$ cat src/rtl/assert_macros.svh
// Assertion macros for the RTL of the token bucket shaper.
// No dependencies; the including module must have clk and rst_n in scope.
`ifndef ASSERT_MACROS_SVH
`define ASSERT_MACROS_SVH

// Implication checked on every clock edge outside reset.
`define ASSERT_CLK(label, prop, msg) \
  label: assert property (@(posedge clk) disable iff (!rst_n) prop) else $error(msg);

// Property that must never hold outside reset.
`define ASSERT_NEVER(label, prop, msg) \
  label: assert property (@(posedge clk) disable iff (!rst_n) !(prop)) else $error(msg);

`endif

$ cat src/rtl/tbps_pkg.sv
// Package for the token bucket shaper: sizes, event codes, payload types.
// No dependencies; used by tbps_ctrl and token_bucket_packet_shaper.
package tbps_pkg;

  localparam int QUEUE_DEPTH  = 16;
  localparam int MAX_RELEASES = 16;
  localparam int PTR_W        = $clog2(QUEUE_DEPTH);
  localparam int CNT_W        = $clog2(QUEUE_DEPTH + 1);
  localparam int REL_W        = $clog2(MAX_RELEASES + 1);
  localparam int ID_W         = 16;
  localparam int TOK_W        = 16;
  localparam int ENTRY_W      = ID_W + TOK_W;
  localparam logic [TOK_W-1:0] DEPTH_RESET = 16'd10;

  typedef enum logic [2:0] {
    EV_QUEUED     = 3'd0,
    EV_RELEASED   = 3'd1,
    EV_DROP_LARGE = 3'd2,
    EV_DROP_FULL  = 3'd3,
    EV_TOKEN_ADD  = 3'd4,
    EV_TOKEN_DROP = 3'd5
  } tbps_ev_t;

  typedef enum logic [0:0] {
    ST_IDLE,
    ST_TICK
  } tbps_state_t;

  typedef struct packed {
    logic             kind;
    logic [ID_W-1:0]  packet_id;
    logic [TOK_W-1:0] tokens_needed;
  } tbps_in_t;

  typedef struct packed {
    logic [2:0]       event_res;
    logic [ID_W-1:0]  out_packet_id;
    logic [TOK_W-1:0] tokens_left;
    logic             last;
  } tbps_out_t;

  // One waiting packet as stored in the queue memory.
  typedef struct packed {
    logic [TOK_W-1:0] need;
    logic [ID_W-1:0]  id;
  } tbps_entry_t;

  typedef struct packed {
    logic             we;
    logic [PTR_W-1:0] waddr;
    tbps_entry_t      wdata;
    logic [PTR_W-1:0] raddr;
  } tbps_mem_req_t;

  function automatic logic [PTR_W-1:0] next_ptr(input logic [PTR_W-1:0] p);
    logic [PTR_W-1:0] r;
    if (p == PTR_W'(QUEUE_DEPTH - 1)) begin
      r = '0;
    end else begin
      r = p + PTR_W'(1);
    end
    return r;
  endfunction

endpackage

$ cat src/rtl/tbps_ram.sv
// Generic single-write, single-read RAM with a registered read port.
// No dependencies.
module tbps_ram #(
  parameter int WIDTH = 32,
  parameter int DEPTH = 16
) (
  input  logic                     clk,
  input  logic                     we,
  input  logic [$clog2(DEPTH)-1:0] waddr,
  input  logic [WIDTH-1:0]         wdata,
  input  logic [$clog2(DEPTH)-1:0] raddr,
  output logic [WIDTH-1:0]         rdata
);

  logic [WIDTH-1:0] mem [DEPTH];

  always_ff @(posedge clk) begin
    if (we) begin
      mem[waddr] <= wdata;
    end
    rdata <= mem[raddr];
  end

endmodule

$ cat src/rtl/tbps_ctrl.sv
// Control of the token bucket shaper: token count, queue pointers, sequencer.
// Depends on tbps_pkg; drives the queue memory held in tbps_ram.
module tbps_ctrl (
  input  logic                   clk,
  input  logic                   rst_n,
  input  logic                   start,
  output logic                   busy,
  input  tbps_pkg::tbps_in_t     in_req,
  output logic                   out_strobe,
  output tbps_pkg::tbps_out_t    out_res,
  input  logic                   cfg_valid,
  output logic                   cfg_ready,
  input  logic [15:0]            cfg_data,
  output tbps_pkg::tbps_mem_req_t mem_req,
  input  tbps_pkg::tbps_entry_t  mem_rdata
);
  import tbps_pkg::*;

  tbps_state_t      state_r, state_nxt;
  logic [TOK_W-1:0] tok_r, tok_nxt;
  logic [TOK_W-1:0] depth_r;
  logic [PTR_W-1:0] head_r, head_nxt;
  logic [PTR_W-1:0] tail_r, tail_nxt;
  logic [CNT_W-1:0] cnt_r, cnt_nxt;
  logic [REL_W-1:0] rel_r, rel_nxt;
  tbps_ev_t         pend_ev_r, pend_ev_nxt;
  logic [ID_W-1:0]  pend_id_r, pend_id_nxt;
  logic             out_strobe_r, out_strobe_nxt;
  tbps_out_t        out_res_r, out_res_nxt;
  logic             head_fits;

  assign busy       = (state_r != ST_IDLE);
  assign cfg_ready  = (state_r == ST_IDLE);
  assign out_strobe = out_strobe_r;
  assign out_res    = out_res_r;

  // The head entry may leave only if one is waiting, its need is covered and the tick release limit is not reached.
  assign head_fits = (cnt_r != '0) && (rel_r < REL_W'(MAX_RELEASES)) &&
                     (mem_rdata.need <= tok_r);

  always_ff @(posedge clk) begin
    if (!rst_n) begin
      state_r      <= ST_IDLE;
      tok_r        <= '0;
      depth_r      <= DEPTH_RESET;
      head_r       <= '0;
      tail_r       <= '0;
      cnt_r        <= '0;
      rel_r        <= '0;
      out_strobe_r <= 1'b0;
    end else begin
      state_r      <= state_nxt;
      tok_r        <= tok_nxt;
      head_r       <= head_nxt;
      tail_r       <= tail_nxt;
      cnt_r        <= cnt_nxt;
      rel_r        <= rel_nxt;
      out_strobe_r <= out_strobe_nxt;
      if (cfg_valid && cfg_ready) begin
        depth_r <= cfg_data;
      end
    end
  end

  always_ff @(posedge clk) begin
    pend_ev_r <= pend_ev_nxt;
    pend_id_r <= pend_id_nxt;
    out_res_r <= out_res_nxt;
  end

  always_comb begin
    state_nxt      = state_r;
    tok_nxt        = tok_r;
    head_nxt       = head_r;
    tail_nxt       = tail_r;
    cnt_nxt        = cnt_r;
    rel_nxt        = rel_r;
    pend_ev_nxt    = pend_ev_r;
    pend_id_nxt    = pend_id_r;
    out_strobe_nxt = 1'b0;
    out_res_nxt    = out_res_r;
    mem_req        = '0;
    mem_req.raddr  = head_r;

    unique case (state_r)
      ST_IDLE: begin
        if (start) begin
          if (!in_req.kind) begin
            out_strobe_nxt            = 1'b1;
            out_res_nxt.out_packet_id = in_req.packet_id;
            out_res_nxt.last          = 1'b1;
            priority if (in_req.tokens_needed > depth_r) begin
              out_res_nxt.event_res = EV_DROP_LARGE;
            end else if (cnt_r == CNT_W'(QUEUE_DEPTH)) begin
              out_res_nxt.event_res = EV_DROP_FULL;
            end else begin
              mem_req.we         = 1'b1;
              mem_req.waddr      = tail_r;
              mem_req.wdata.need = in_req.tokens_needed;
              mem_req.wdata.id   = in_req.packet_id;
              tail_nxt           = next_ptr(tail_r);
              // A lone packet that fits leaves at once and never counts as queued.
              if ((cnt_r == '0) && (tok_r >= in_req.tokens_needed)) begin
                tok_nxt               = tok_r - in_req.tokens_needed;
                head_nxt              = next_ptr(head_r);
                out_res_nxt.event_res = EV_RELEASED;
              end else begin
                cnt_nxt               = cnt_r + CNT_W'(1);
                out_res_nxt.event_res = EV_QUEUED;
              end
            end
            out_res_nxt.tokens_left = tok_nxt;
          end else begin
            if (tok_r >= depth_r) begin
              pend_ev_nxt = EV_TOKEN_DROP;
            end else begin
              tok_nxt     = tok_r + TOK_W'(1);
              pend_ev_nxt = EV_TOKEN_ADD;
            end
            pend_id_nxt = '0;
            rel_nxt     = '0;
            state_nxt   = ST_TICK;
          end
        end
      end
      ST_TICK: begin
        // Emit the previous event; last is known once the head is checked.
        out_strobe_nxt            = 1'b1;
        out_res_nxt.event_res     = pend_ev_r;
        out_res_nxt.out_packet_id = pend_id_r;
        out_res_nxt.tokens_left   = tok_r;
        out_res_nxt.last          = !head_fits;
        if (head_fits) begin
          tok_nxt       = tok_r - mem_rdata.need;
          head_nxt      = next_ptr(head_r);
          cnt_nxt       = cnt_r - CNT_W'(1);
          rel_nxt       = rel_r + REL_W'(1);
          pend_ev_nxt   = EV_RELEASED;
          pend_id_nxt   = mem_rdata.id;
          mem_req.raddr = next_ptr(head_r);
        end else begin
          state_nxt = ST_IDLE;
        end
      end
      default: begin
        state_nxt = ST_IDLE;
      end
    endcase
  end

endmodule

$ cat src/rtl/token_bucket_packet_shaper.sv
// Top level of the token bucket shaper: control sequencer plus queue memory.
// Depends on tbps_pkg, tbps_ctrl, tbps_ram and assert_macros.svh.
//
// Usage:
//   Input: drive in_req and raise start; the request is taken at an edge where
//   busy is low. kind 0 is a packet arrival, kind 1 a token tick.
//   Results: each result sits on out_res for one cycle with out_strobe high;
//   the receiver cannot stall, so every strobed cycle must be captured.
//   out_res.last marks the final result of a request.
//   An arrival gives one result in the cycle after it is taken, and busy stays
//   low, so a new request may be taken every cycle.
//   A tick holds busy high while it stays in ST_TICK, releasing packets; its
//   results follow one per cycle, each emitted from ST_TICK through a register.
//   The pace of a tick is set by the queue memory's registered read: while
//   each head entry is checked against the token count and popped, the next is read.
//   Configuration: cfg_data is the bucket depth, written when cfg_valid and
//   cfg_ready are high; cfg_ready is high whenever busy is low.
//   Reset (rst_n low, synchronous) empties the queue, zeroes the token count
//   and sets the bucket depth to 10. No memory clearing pass is needed.
`include "assert_macros.svh"

module token_bucket_packet_shaper (
  input  logic                clk,
  input  logic                rst_n,
  input  logic                start,
  output logic                busy,
  input  tbps_pkg::tbps_in_t  in_req,
  output logic                out_strobe,
  output tbps_pkg::tbps_out_t out_res,
  input  logic                cfg_valid,
  output logic                cfg_ready,
  input  logic [15:0]         cfg_data
);
  import tbps_pkg::*;

  tbps_mem_req_t      mem_req;
  logic [ENTRY_W-1:0] mem_rdata;

  tbps_ctrl u_ctrl (
    .clk       (clk),
    .rst_n     (rst_n),
    .start     (start),
    .busy      (busy),
    .in_req    (in_req),
    .out_strobe(out_strobe),
    .out_res   (out_res),
    .cfg_valid (cfg_valid),
    .cfg_ready (cfg_ready),
    .cfg_data  (cfg_data),
    .mem_req   (mem_req),
    .mem_rdata (tbps_entry_t'(mem_rdata))
  );

  tbps_ram #(
    .WIDTH(ENTRY_W),
    .DEPTH(QUEUE_DEPTH)
  ) u_queue_ram (
    .clk  (clk),
    .we   (mem_req.we),
    .waddr(mem_req.waddr),
    .wdata(mem_req.wdata),
    .raddr(mem_req.raddr),
    .rdata(mem_rdata)
  );

  `ASSERT_CLK(a_take_responds, (start && !busy) |=> (out_strobe || busy), "request without response")
  `ASSERT_CLK(a_tick_emits, busy |=> out_strobe, "tick cycle emitted no result")
  `ASSERT_NEVER(a_write_in_tick, mem_req.we && busy, "queue written during a tick")
  `ASSERT_CLK(a_token_id_zero, (out_strobe && (out_res.event_res == EV_TOKEN_ADD || out_res.event_res == EV_TOKEN_DROP)) |-> (out_res.out_packet_id == '0), "token event with packet id")

endmodule

$ cat config.mk
export PLATFORM = sky130hd
export DESIGN_NAME = token_bucket_packet_shaper
export DESIGN_NICKNAME = d
export VERILOG_FILES = /design/src/rtl/tbps_pkg.sv /design/src/rtl/tbps_ram.sv /design/src/rtl/tbps_ctrl.sv /design/src/rtl/token_bucket_packet_shaper.sv
export VERILOG_INCLUDE_DIRS = /design/src /design/src/rtl
export SDC_FILE = /design/constraint.sdc
export NUM_CORES = 1
export LEC_CHECK = 0
export BUFFER_PORTS_ARGS = -buffer_cell sky130_fd_sc_hd__buf_2
export CAP_MARGIN = 0
export CORE_MARGIN = 2
export CORE_UTILIZATION = 30
export CTS_CLUSTER_DIAMETER = 60
export DETAILED_ROUTE_END_ITERATION = 7
export PLACE_DENSITY = 0.49
export SLEW_MARGIN = 15
export SYNTH_ARGS = -nofsm -noshare
export SYNTH_HDL_FRONTEND = slang
export SYNTH_SLANG_ARGS = --single-unit
$ cat constraint.sdc
create_clock -name clk -period 17.7 [get_ports clk]
set_clock_uncertainty 0.15 [all_clocks]
set_input_delay 3.54 -clock clk [delete_from_list [all_inputs] [get_ports clk]]
set_output_delay 3.54 -clock clk [all_outputs]
set_load 0.05 [all_outputs]
==> results.ini, run 1 <==
[finish]
areaGrowthSynthToFinish_pct = 16.4
multi_input_area_mm2 = 0.00967
final_cell_mix = 566 x edfxtp_1, 220 x nand3_1, 161 x nand2_1
layout_commonest_cell = edfxtp_1
regArea_mm2 = 0.0187
drive_gt1_frac = 0.173
fillCellCount = 9153
nNetsFinal = 2385
diodes = 0

[grt]
antenna_found_initial = 3
grt_pass1_wl_um = 120000
grt_overflow = 0
gr-usage-all-layers = 0.162
grt_pass1_vias = 18700
grt_max_degree = 88

[worst_setup_path]
cpMostUsedCell = buf_4
r2r_start = u_ctrl.tok_r[0]$_SDFFE_PN0P_
cp.required_ns = 17.83
start_kind = input port
cp.arrival_ns = 7.35
slowest_delay_ns = 0.60
critPathLaunch = in_req[1]
crit_fanout = 28
critPathCaptureType = flop
worstPathCellList = buf_2, ha_1, nor2b_1, o211a_1, a2111oi_0, o31a_1, o21ai_2, buf_4, nor3_4, buf_4, nand3b_1, nor2_4, buf_4
critPathSlowestCell = nor2_4
critical_path_class = input port to flop

[yosys]
synth-compound-area-share = 0.123
ys.flop_type = edfxtp_1
avgSynthCellArea_um2 = 13.2
synth.yosys.seq_area_share = 0.646
syn-cell-area_mm2 = 0.0289
synthSimpleGateAreaFrac = 0.105
netlist_instances = 2181
yosysWarnings = 0
synth_cell_types = 82
synth_xor_area_frac = 0.0115
synth.area.mux_share = 0.0486
synth_top_family_by_area = compound AO/OA/AOI/OAI gates
synth_top_cells_by_area = edfxtp_1 59%, dfxtp_1 5.8%, nand3_1 3.8%
syn-num-nets = 2308
synth-seq-cells = 650
synth_top_area_frac = 0.588
synth-edff-count = 566
synth_fa_ha_area_frac = 0.0328
yosysTopAreaCell = edfxtp_1
ys_async_sr_fraction = 0

[timing]
finalHoldViolations = 0
worst_pin_slew_ns = 1.20
drv_slew = 0
rsz0062_at_grt = no
tns_ns = 0
slew_headroom = 0.197
period_share = 0.408
setup_viol = 0
holdWs_ns = 0.316
fin_crit_ns = 7.22
clock.fmax_mhz = 138

[clocking]
cts-htree-levels = 3
ctsHoldBuffers = 0
clock_sinks = 650
cts_post_setup_buffers_inserted = 0
cts_tree = built
clk_latency_ns = 0.63
path_clk_slew_ns = 0.06
clk_path_buf_depth = 3
post_cts_resized = 0
clockRootBuffer = clkbuf_16
cts_made_buffers = 73

[route]
drc = 0
first_iter_violations = 1392
viasPerCell = 5.18
drt-wirelength-per-cell_um = 22.7
drtPass1Iterations = 6
wirelength_um = 81300
antenna_left = 0
vias = 18600

[power_and_ir_drop]
p_leak_uw = 0.0125
power.density_mw_per_mm2 = 105
irDropWorstVdd_mv = 0.0655

[floorplanning]
die_area_mm2 = 0.0988
core-area_mm2 = 0.0952
initial_core_util = 0.304
fp.dieH_um = 314
dieWidth_um = 314
io_pins = 92
rows = 113

[place]
dp_hpwl_um = 49300
io_buffers = 91
routabilityCongestion = 0.819

[job]
drv_cap = 0

[worst_hold_path]
hp-start = u_ctrl.depth_r[15]$_SDFFE_PN0P_
min_path_type = flop to flop

[run_status]
outcome = finished clean

## sequential cells by signal, indices dropped and copies added, names as in the netlist, 2 cells and up
signal and count:
u_queue_ram.mem 512, u_ctrl.out_res 36, u_queue_ram.rdata 32, u_ctrl.depth_r 16, u_ctrl.pend_id_r 16, u_ctrl.tok_r 16, u_ctrl.cnt_r 5, u_ctrl.rel_r 5
u_ctrl.head_r 4, u_ctrl.tail_r 4, u_ctrl.pend_ev_r 2
## layer usage
layer / routed length (µm) / vias to the layer above / global-route usage / share of wire
li1: - / 8586 / - / -
met1: 36800 / 9368 / 0.219 / 0.45
met2: 39200 / 488 / 0.273 / 0.48
met3: 3410 / 114 / 0.0200 / 0.042
met4: 1870 / 0 / 0.0457 / 0.023
met5: 0 / - / 0 / 0
## stage by stage
stage,instance area [µm²],power (µW),std cells,util,setup WS (ns)
finish,33600,3520,3583,0.353,10.48
global route,33600,3640,3583,0.353,10.24
CTS,33600,3560,3580,0.353,10.29
detailed placement,31100,1960,3445,0.326,9.64
global placement,31100,1960,3445,0.326,9.68
floorplan,28900,1880,2181,-,8.25
## logic make-up after synthesis
family | count (synthesis)
xor gates and xnor gates | 38
and+or+nand+nor | 606
DFF | 650
AOI/OAI and AO/OA | 470
buffers and inverters | 214
adders and majority gates | 74
muxes | 129
## Yosys cell counts, types with 8 or more instances
master / count
edfxtp_1: 566
nand3_1: 221
nand2_1: 162
o21ai_0: 100
clkbuf_1: 88
mux2_2: 86
dfxtp_1: 84
ha_1: 71
o211a_1: 67
inv_1: 66
nor2_1: 52
a21oi_1: 46
mux2i_1: 42
o211ai_1: 42
and2_1: 38
and3_1: 36
a211oi_1: 34
a2111o_1: 32
a311oi_1: 32
xnor2_1: 27
buf_2: 24
a21o_1: 23
nor4_1: 19
a21boi_0: 18
nand4_1: 16
nor2b_1: 15
nor3_1: 14
a31oi_1: 13
buf_1: 13
buf_6: 13
nand2b_1: 13
xor2_1: 11
buf_4: 8
## worst max-delay path, delay by kind of cell
kind	cells	cell delay, ns
buffers and inverters	4	1.23
AND/OR/NAND/NOR	4	1.34
AO/OA/AOI/OAI	4	0.90
adder cells (fa/ha/maj)	1	0.30
## final timing paths
| check | endpoint | depth (start not counted) | slack, ns |
|---|---|---|---|
| worst min register to register | u_ctrl.depth_r[15]$_SDFFE_PN0P_ | 2 | 0.32 |
| worst min-delay path | u_ctrl.depth_r[15]$_SDFFE_PN0P_ | 2 | 0.32 |
| worst max-delay path | u_queue_ram.mem[5][7]$_DFFE_PP_ | 13 | 10.48 |
| worst max register to register | u_queue_ram.rdata[11]$_DFF_P_ | 13 | 12.30 |
## power by group
part	switching, µW	internal [µW]	total, µW
combinational	154	79.5	233
clock	626	961	1590
sequential	17.4	1680	1700
## cell type report
cell class / instances / share of cell area
Sequential cell: 650 / 0.556
Multi-Input combinational cell: 1317 / 0.288
Clock buffer: 94 / 0.0591
Tap cell: 1265 / 0.0471
Timing Repair Buffer: 148 / 0.0271
Clock inverter: 41 / 0.0157
Inverter: 68 / 0.00759
Note: power is estimated with default switching activity, not from simulation.
==> inputs of run 2 (changes only) <==
==> constraint.sdc (replaced) <==
create_clock -name clk -period 6.8 [get_ports clk]
set_clock_uncertainty 0.15 [all_clocks]
set_input_delay 1.36 -clock clk [delete_from_list [all_inputs] [get_ports clk]]
set_output_delay 1.36 -clock clk [all_outputs]
set_load 0.05 [all_outputs]
==> results.ini, run 2 (synthesis gave the netlist of run 1 again) <==
[run_status]
outcome = finished clean  ; unchanged

[finish]
fillCellCount = 9115  ; was 9153
regArea_mm2 = 0.0187  ; unchanged
multi_input_area_mm2 = 0.00970  ; was 0.00967 mm²
largest_reg_flops = 512  ; unchanged
layout_commonest_cell = edfxtp_1  ; unchanged
final_cell_mix = 566 x edfxtp_1, 220 x nand3_1, 161 x nand2_1  ; unchanged
final_area_mm2 = 0.0336  ; about the same
drive_gt1_frac = 0.173  ; about the same
areaGrowthSynthToFinish_pct = 16.2  ; was 16.4%
diodes = 0  ; unchanged
nNetsFinal = 2391  ; was 2385
final_cells = 3590  ; was 3583
largest-register = u_queue_ram.mem  ; unchanged

[timing]
slew_headroom = 0.258  ; was 0.197
period_share = 0.761
finalHoldViolations = 0  ; unchanged
fin_crit_ns = 5.17
setup_viol = 0  ; unchanged
drv_slew = 0  ; unchanged
clock.fmax_mhz = 193
worst_pin_slew_ns = 1.11  ; was 1.20 ns
holdWs_ns = 0.317  ; was 0.316 ns
rsz0062_at_grt = no  ; unchanged
tns_ns = 0  ; unchanged

[worst_setup_path]
cp.arrival_ns = 5.53  ; was 7.35 ns
r2r.worst_path.cells = 14  ; was 13
critPathLaunch = u_ctrl.tok_r[0]$_SDFFE_PN0P_  ; was in_req[1]
r2r-end = u_queue_ram.rdata[4]$_DFF_P_  ; was u_queue_ram.rdata[11]$_DFF_P_
r2r_start = u_ctrl.tok_r[0]$_SDFFE_PN0P_  ; unchanged
cp.required_ns = 7.15  ; was 17.83 ns
crit_path_end = u_queue_ram.rdata[4]$_DFF_P_  ; was u_queue_ram.mem[5][7]$_DFFE_PP_
r2r_slack_ns = 1.63  ; was 12.30 ns
crit_fanout = 65  ; was 28
critical_path_class = flop to flop  ; was input port to flop
start_kind = flop  ; was input port
critPathCaptureType = flop  ; unchanged

[grt]
grt_pass1_wl_um = 122000  ; was 120000 µm
grt_pass1_vias = 18800  ; was 18700
grt_overflow = 0  ; unchanged
gr-usage-all-layers = 0.163  ; was 0.162
grt_max_degree = 103  ; was 88
antenna_found_initial = 0  ; was 3

[route]
vias = 18700  ; was 18600
wirelength_um = 81500  ; was 81300 µm
viasPerCell = 5.20  ; was 5.18
antenna_left = 0  ; unchanged
first_iter_violations = 1495  ; was 1392
drtPass1Iterations = 5  ; was 6
drc = 0  ; unchanged
drt-wirelength-per-cell_um = 22.7  ; about the same

[floorplanning]
core-area_mm2 = 0.0952  ; unchanged
initial_core_util = 0.304  ; unchanged
dieWidth_um = 314  ; unchanged
rows = 113  ; unchanged
die_area_mm2 = 0.0988  ; unchanged
fp.dieH_um = 314  ; unchanged
io_pins = 92  ; unchanged

[clocking]
post_cts_resized = 0  ; unchanged
ctsHoldBuffers = 0  ; unchanged
clock_sinks = 650  ; unchanged
clk_latency_ns = 0.64  ; was 0.63 ns
clockRootBuffer = clkbuf_16  ; unchanged
path_clk_slew_ns = 0.06  ; about the same
cts-htree-levels = 3  ; unchanged
cts_made_buffers = 75  ; was 73
clk_path_buf_depth = 3  ; unchanged
cts_tree = built  ; unchanged
cts_post_setup_buffers_inserted = 0  ; unchanged

[power_and_ir_drop]
p_leak_uw = 0.0124  ; was 0.0125 µW
seqPwrFrac = 0.496  ; was 0.483
power_switching_uw = 2120  ; was 797 µW
comb_power_share = 0.067  ; was 0.066
p_clk_frac = 0.437  ; was 0.451
power.density_mw_per_mm2 = 266  ; was 105 mW/mm²
sw_frac_of_total = 0.237  ; was 0.227
irDropWorstVdd_mv = 0.175  ; was 0.0655 mV
power.internal_uw = 6800  ; was 2720 µW

[worst_hold_path]
min_path_type = flop to flop  ; unchanged
holdPathStages = 2  ; unchanged

[place]
placed_cells = 3451  ; was 3445
routabilityCongestion = 0.869  ; was 0.819
dp_hpwl_um = 50400  ; was 49300 µm
io_buffers = 91  ; unchanged
place_area_mm2 = 0.0312  ; was 0.0311 mm²

[job]
drv_cap = 0  ; unchanged

-- run 2: cell types whose count changed in the layout (fill, tap and decap cells not counted), sizes merged --
| cell | change |
|---|---|
| clkinv | +5 |
| buf | +4 |
| clkbuf | -1 |
| clkinvlp | +6 |
| bufinv | -7 |
-- run 2: routing by layer --
layer | wire length, µm | part of all wire | global-route usage | up-vias
met4 | 2060 | 0.025 | 0.0482 | 0
met2 | 38600 | 0.47 | 0.267 | 536
met5 | 0 | 0 | 0 | -
met3 | 3780 | 0.046 | 0.0263 | 110
met1 | 37100 | 0.45 | 0.222 | 9409
li1 | - | - | - | 8602
-- run 2: layout make-up --
type	instances	share of cell area
Clock buffer	93	0.0582
Timing Repair Buffer	152	0.0293
Clock inverter	45	0.0122
Inverter	68	0.00760
Multi-Input combinational cell	1317	0.289
Tap cell	1265	0.0471
Sequential cell	650	0.557
-- run 2: power by group through the flow --
stage	combinational (µW)	clock (µW)	sequential, µW
final	601	3890	4420
after global routing	661	4150	4430
after CTS	605	3990	4420
after detailed placement	601	0	4510
after global placement	593	0	4500
after floorplan	351	0	4540
-- run 2: worst max-delay path: stages (launching register included) --
cell and delay (ns):
dfxtp_1 0.45, inv_1 0.17, ha_1 0.25, fa_1 0.38, nand2b_1 0.20, a21oi_2 0.24
o21ai_1 0.12, nand4_1 0.25, a21boi_4 0.08, buf_4 0.34, nor2_8 0.82, buf_4 0.58
mux2_2 0.39, o211a_1 0.22, a2111o_1 0.34
-- run 2: stage by stage --
| step | utilization | total power [µW] | setup slack [ns] |
|---|---|---|---|
| 4_1_cts | 0.352 | 9020 | 1.60 |
| 2_1_floorplan | - | 4890 | 0.799 |
| 6_report | 0.353 | 8920 | 1.63 |
| 3_3_place_gp | 0.328 | 5100 | 1.11 |
| 3_5_place_dp | 0.328 | 5110 | 1.08 |
| 5_1_grt | 0.353 | 9230 | 1.32 |
-- run 2: worst min-delay path by stage --
stage	slack, ns	start	end
final	0.32	u_ctrl.depth_r[14]$_SDFFE_PN0P_	u_ctrl.depth_r[14]$_SDFFE_PN0P_
after global routing	0.34	u_ctrl.depth_r[10]$_SDFFE_PN0P_	u_ctrl.depth_r[10]$_SDFFE_PN0P_
after CTS	0.32	u_ctrl.depth_r[15]$_SDFFE_PN0P_	u_ctrl.depth_r[15]$_SDFFE_PN0P_
after global placement	0.30	u_ctrl.depth_r[11]$_SDFFE_PN0P_	u_ctrl.depth_r[11]$_SDFFE_PN0P_
after detailed placement	0.31	u_ctrl.depth_r[15]$_SDFFE_PN0P_	u_ctrl.depth_r[15]$_SDFFE_PN0P_
after floorplan	0.29	u_ctrl.depth_r[15]$_SDFFE_PN0P_	u_ctrl.depth_r[15]$_SDFFE_PN0P_
==> inputs of run 3 (changes only) <==
==> constraint.sdc (replaced) <==
create_clock -name clk -period 5.2 [get_ports clk]
set_clock_uncertainty 0.15 [all_clocks]
set_input_delay 1.04 -clock clk [delete_from_list [all_inputs] [get_ports clk]]
set_output_delay 1.04 -clock clk [all_outputs]
set_load 0.05 [all_outputs]
==> results.ini, run 3 (synthesis gave the netlist of run 1 again) <==
[run_status]
outcome = finished clean  ; unchanged

[floorplanning]
dieWidth_um = 314  ; unchanged
fp.dieH_um = 314  ; unchanged
core-area_mm2 = 0.0952  ; unchanged
initial_core_util = 0.304  ; unchanged
rows = 113  ; unchanged
die_area_mm2 = 0.0988  ; unchanged
io_pins = 92  ; unchanged

[finish]
areaGrowthSynthToFinish_pct = 16.7  ; was 16.2%
final_cell_mix = 566 x edfxtp_1, 220 x nand3_1, 161 x nand2_1  ; unchanged
largest-register = u_queue_ram.mem  ; unchanged
layout_commonest_cell = edfxtp_1  ; unchanged
fillCellCount = 9173  ; was 9115
largest_reg_flops = 512  ; unchanged
final_cells = 3612  ; was 3590
diodes = 0  ; unchanged
post-route-util = 0.354  ; was 0.353
drive_gt1_frac = 0.184  ; was 0.173
nNetsFinal = 2416  ; was 2391

[timing]
drv_slew = 0  ; unchanged
slew_headroom = 0.382  ; was 0.258
clock.fmax_mhz = 224  ; was 193 MHz
holdWs_ns = 0.315  ; was 0.317 ns
fin_ws_ns = 0.740  ; was 1.63 ns
worst_pin_slew_ns = 0.927  ; was 1.11 ns
finalHoldViolations = 0  ; unchanged
rsz0062_at_grt = no  ; unchanged
fin_crit_ns = 4.46  ; was 5.17 ns
setup_viol = 0  ; unchanged
period_share = 0.858  ; was 0.761

[power_and_ir_drop]
irDropWorstVdd_mv = 0.190  ; was 0.175 mV
comb_power_share = 0.068  ; was 0.067
p_clk_frac = 0.435  ; was 0.437
power.density_mw_per_mm2 = 345  ; was 266 mW/mm²
sw_frac_of_total = 0.231  ; was 0.237
power_switching_uw = 2690  ; was 2120 µW
power.internal_uw = 8940  ; was 6800 µW
seqPwrFrac = 0.497  ; was 0.496
p_leak_uw = 0.0126  ; was 0.0124 µW

[worst_hold_path]
min_path_type = flop to flop  ; unchanged
holdPathStages = 2  ; unchanged

[route]
vias = 18800  ; was 18700
antenna_left = 0  ; unchanged
first_iter_violations = 1408  ; was 1495
drt-wirelength-per-cell_um = 22.8  ; was 22.7 µm
drtPass1Iterations = 6  ; was 5
drc = 0  ; unchanged
wirelength_um = 82400  ; was 81500 µm
viasPerCell = 5.20  ; about the same

[job]
drv_cap = 0  ; unchanged

[clocking]
clk_latency_ns = 0.63  ; was 0.64 ns
post_cts_resized = 0  ; unchanged
clockRootBuffer = clkbuf_16  ; unchanged
cts_tree = built  ; unchanged
ctsHoldBuffers = 0  ; unchanged
cts-htree-levels = 3  ; unchanged
path_clk_slew_ns = 0.06  ; about the same
cts_post_setup_buffers_inserted = 0  ; unchanged
cts_made_buffers = 73  ; was 75
clock_sinks = 650  ; unchanged
clk_path_buf_depth = 3  ; unchanged

[worst_setup_path]
r2r.worst_path.cells = 13  ; was 14
cp.required_ns = 5.52  ; was 7.15 ns
r2r-end = u_queue_ram.rdata[27]$_DFF_P_  ; was u_queue_ram.rdata[4]$_DFF_P_
critPathSlowestCell = mux2i_4  ; was nor2_8
crit_fanout = 16  ; was 65
slowest_delay_ns = 0.74  ; was 0.82 ns
r2r_start = u_ctrl.tok_r[0]$_SDFFE_PN0P_  ; unchanged
worstPathCellList = inv_1, ha_1, fa_1, nand2b_1, a21oi_2, o21ai_1, and4_4, nor2_4, mux2i_4, buf_4, nand3_1, o211a_1, a2111o_1  ; was inv_1, ha_1, fa_1, nand2b_1, a21oi_2, o21ai_1, nand4_1, a21boi_4, buf_4, nor2_8, buf_4, mux2_2, o211a_1, a2111o_1
critPathCaptureType = flop  ; unchanged
crit_family = compound AO/OA/AOI/OAI gates  ; was simple AND/OR/NAND/NOR gates
cp_num_cells = 13  ; was 14
critPathLaunch = u_ctrl.tok_r[0]$_SDFFE_PN0P_  ; unchanged
r2r_slack_ns = 0.74  ; was 1.63 ns
cp.arrival_ns = 4.78  ; was 5.53 ns
critical_path_class = flop to flop  ; unchanged
start_kind = flop  ; unchanged
crit_path_end = u_queue_ram.rdata[27]$_DFF_P_  ; was u_queue_ram.rdata[4]$_DFF_P_
worst-path-buf-inv = 2  ; was 3

[place]
io_buffers = 91  ; unchanged
pre_cts_slack_ns = 0.354  ; was 1.08 ns
dp_hpwl_um = 49900  ; was 50400 µm
routabilityCongestion = 0.929  ; was 0.869
placed_cells = 3479  ; was 3451

[grt]
gr-usage-all-layers = 0.165  ; was 0.163
grt_pass1_wl_um = 123000  ; was 122000 µm
grt_overflow = 0  ; unchanged
grt_pass1_vias = 19000  ; was 18800
antenna_found_initial = 0  ; unchanged
grt_max_degree = 97  ; was 103

==> run 3: cell count changes in the layout (fill, tap and decap cells not counted), moves of 2 or more <==
cell	before	now
buf_12	4	9
buf_4	56	79
bufinv_16	4	2
clkbuf_1	17	19
clkbuf_8	1	12
clkinv_1	15	5
clkinvlp_4	7	2
inv_6	4	2
nor3_2	3	0
nor3_4	1	4
nor4_2	4	16
nor4_4	12	0
==> run 3: cell type report <==
| cell class | instances | area [µm²] | area share |
|---|---|---|---|
| tap | 1265 | 1580 | 0.0469 |
| sequential | 650 | 18700 | 0.554 |
| clock inverter | 27 | 251 | 0.00746 |
| inverter | 68 | 255 | 0.00757 |
| timing repair buffer | 179 | 1230 | 0.0364 |
| clock buffer | 106 | 2110 | 0.0627 |
| multi-input combinational | 1317 | 9620 | 0.285 |
==> run 3: power by group through the flow <==
stage                     clock [µW]  combinational [µW]  sequential [µW]
after floorplan                    0                 459             5930
after global placement             0                 774             5890
after detailed placement           0                 785             5890
after CTS                       5200                 790             5780
after global routing            5380                 859             5790
final                           5060                 785             5780
==> run 3: how the worst min path moves through the flow <==
stage / endpoint / slack, ns / from
finish: u_ctrl.depth_r[2]$_SDFFE_PN0P_ / 0.32 / u_ctrl.depth_r[2]$_SDFFE_PN0P_
detailed placement: u_ctrl.depth_r[8]$_SDFFE_PN0P_ / 0.31 / u_ctrl.depth_r[8]$_SDFFE_PN0P_
floorplan: u_ctrl.depth_r[15]$_SDFFE_PN0P_ / 0.29 / u_ctrl.depth_r[15]$_SDFFE_PN0P_
CTS: u_ctrl.depth_r[12]$_SDFFE_PN0P_ / 0.32 / u_ctrl.depth_r[12]$_SDFFE_PN0P_
global route: u_ctrl.depth_r[8]$_SDFFE_PN0P_ / 0.34 / u_ctrl.depth_r[8]$_SDFFE_PN0P_
global placement: u_ctrl.depth_r[5]$_SDFFE_PN0P_ / 0.31 / u_ctrl.depth_r[5]$_SDFFE_PN0P_
==> run 3: through the flow <==
step / setup TNS, ns / power, µW / area (µm²)
after floorplan: -20.94 / 6390 / 28900
after global placement: 0 / 6670 / 31400
after detailed placement: 0 / 6680 / 31400
after CTS: 0 / 11800 / 33700
after global routing: 0 / 12000 / 33700
final: 0 / 11600 / 33700
==> run 3: layer usage <==
metal  part of all wire  wire [µm]  GRT usage
met5                  0          0          0
met4              0.028       2290     0.0526
met3              0.047       3870     0.0227
met2               0.48      39600      0.275
met1               0.44      36600      0.221
==> run 3: worst reg2reg max path: stages (launching register included) <==
cell and delay, ns:
dfxtp_1 0.47, inv_1 0.20, ha_1 0.25, fa_1 0.38
nand2b_1 0.19, a21oi_2 0.26, o21ai_1 0.13, and4_4 0.23
nor2_4 0.29, mux2i_4 0.74, buf_4 0.37, nand3_1 0.12
o211a_1 0.14, a2111o_1 0.41
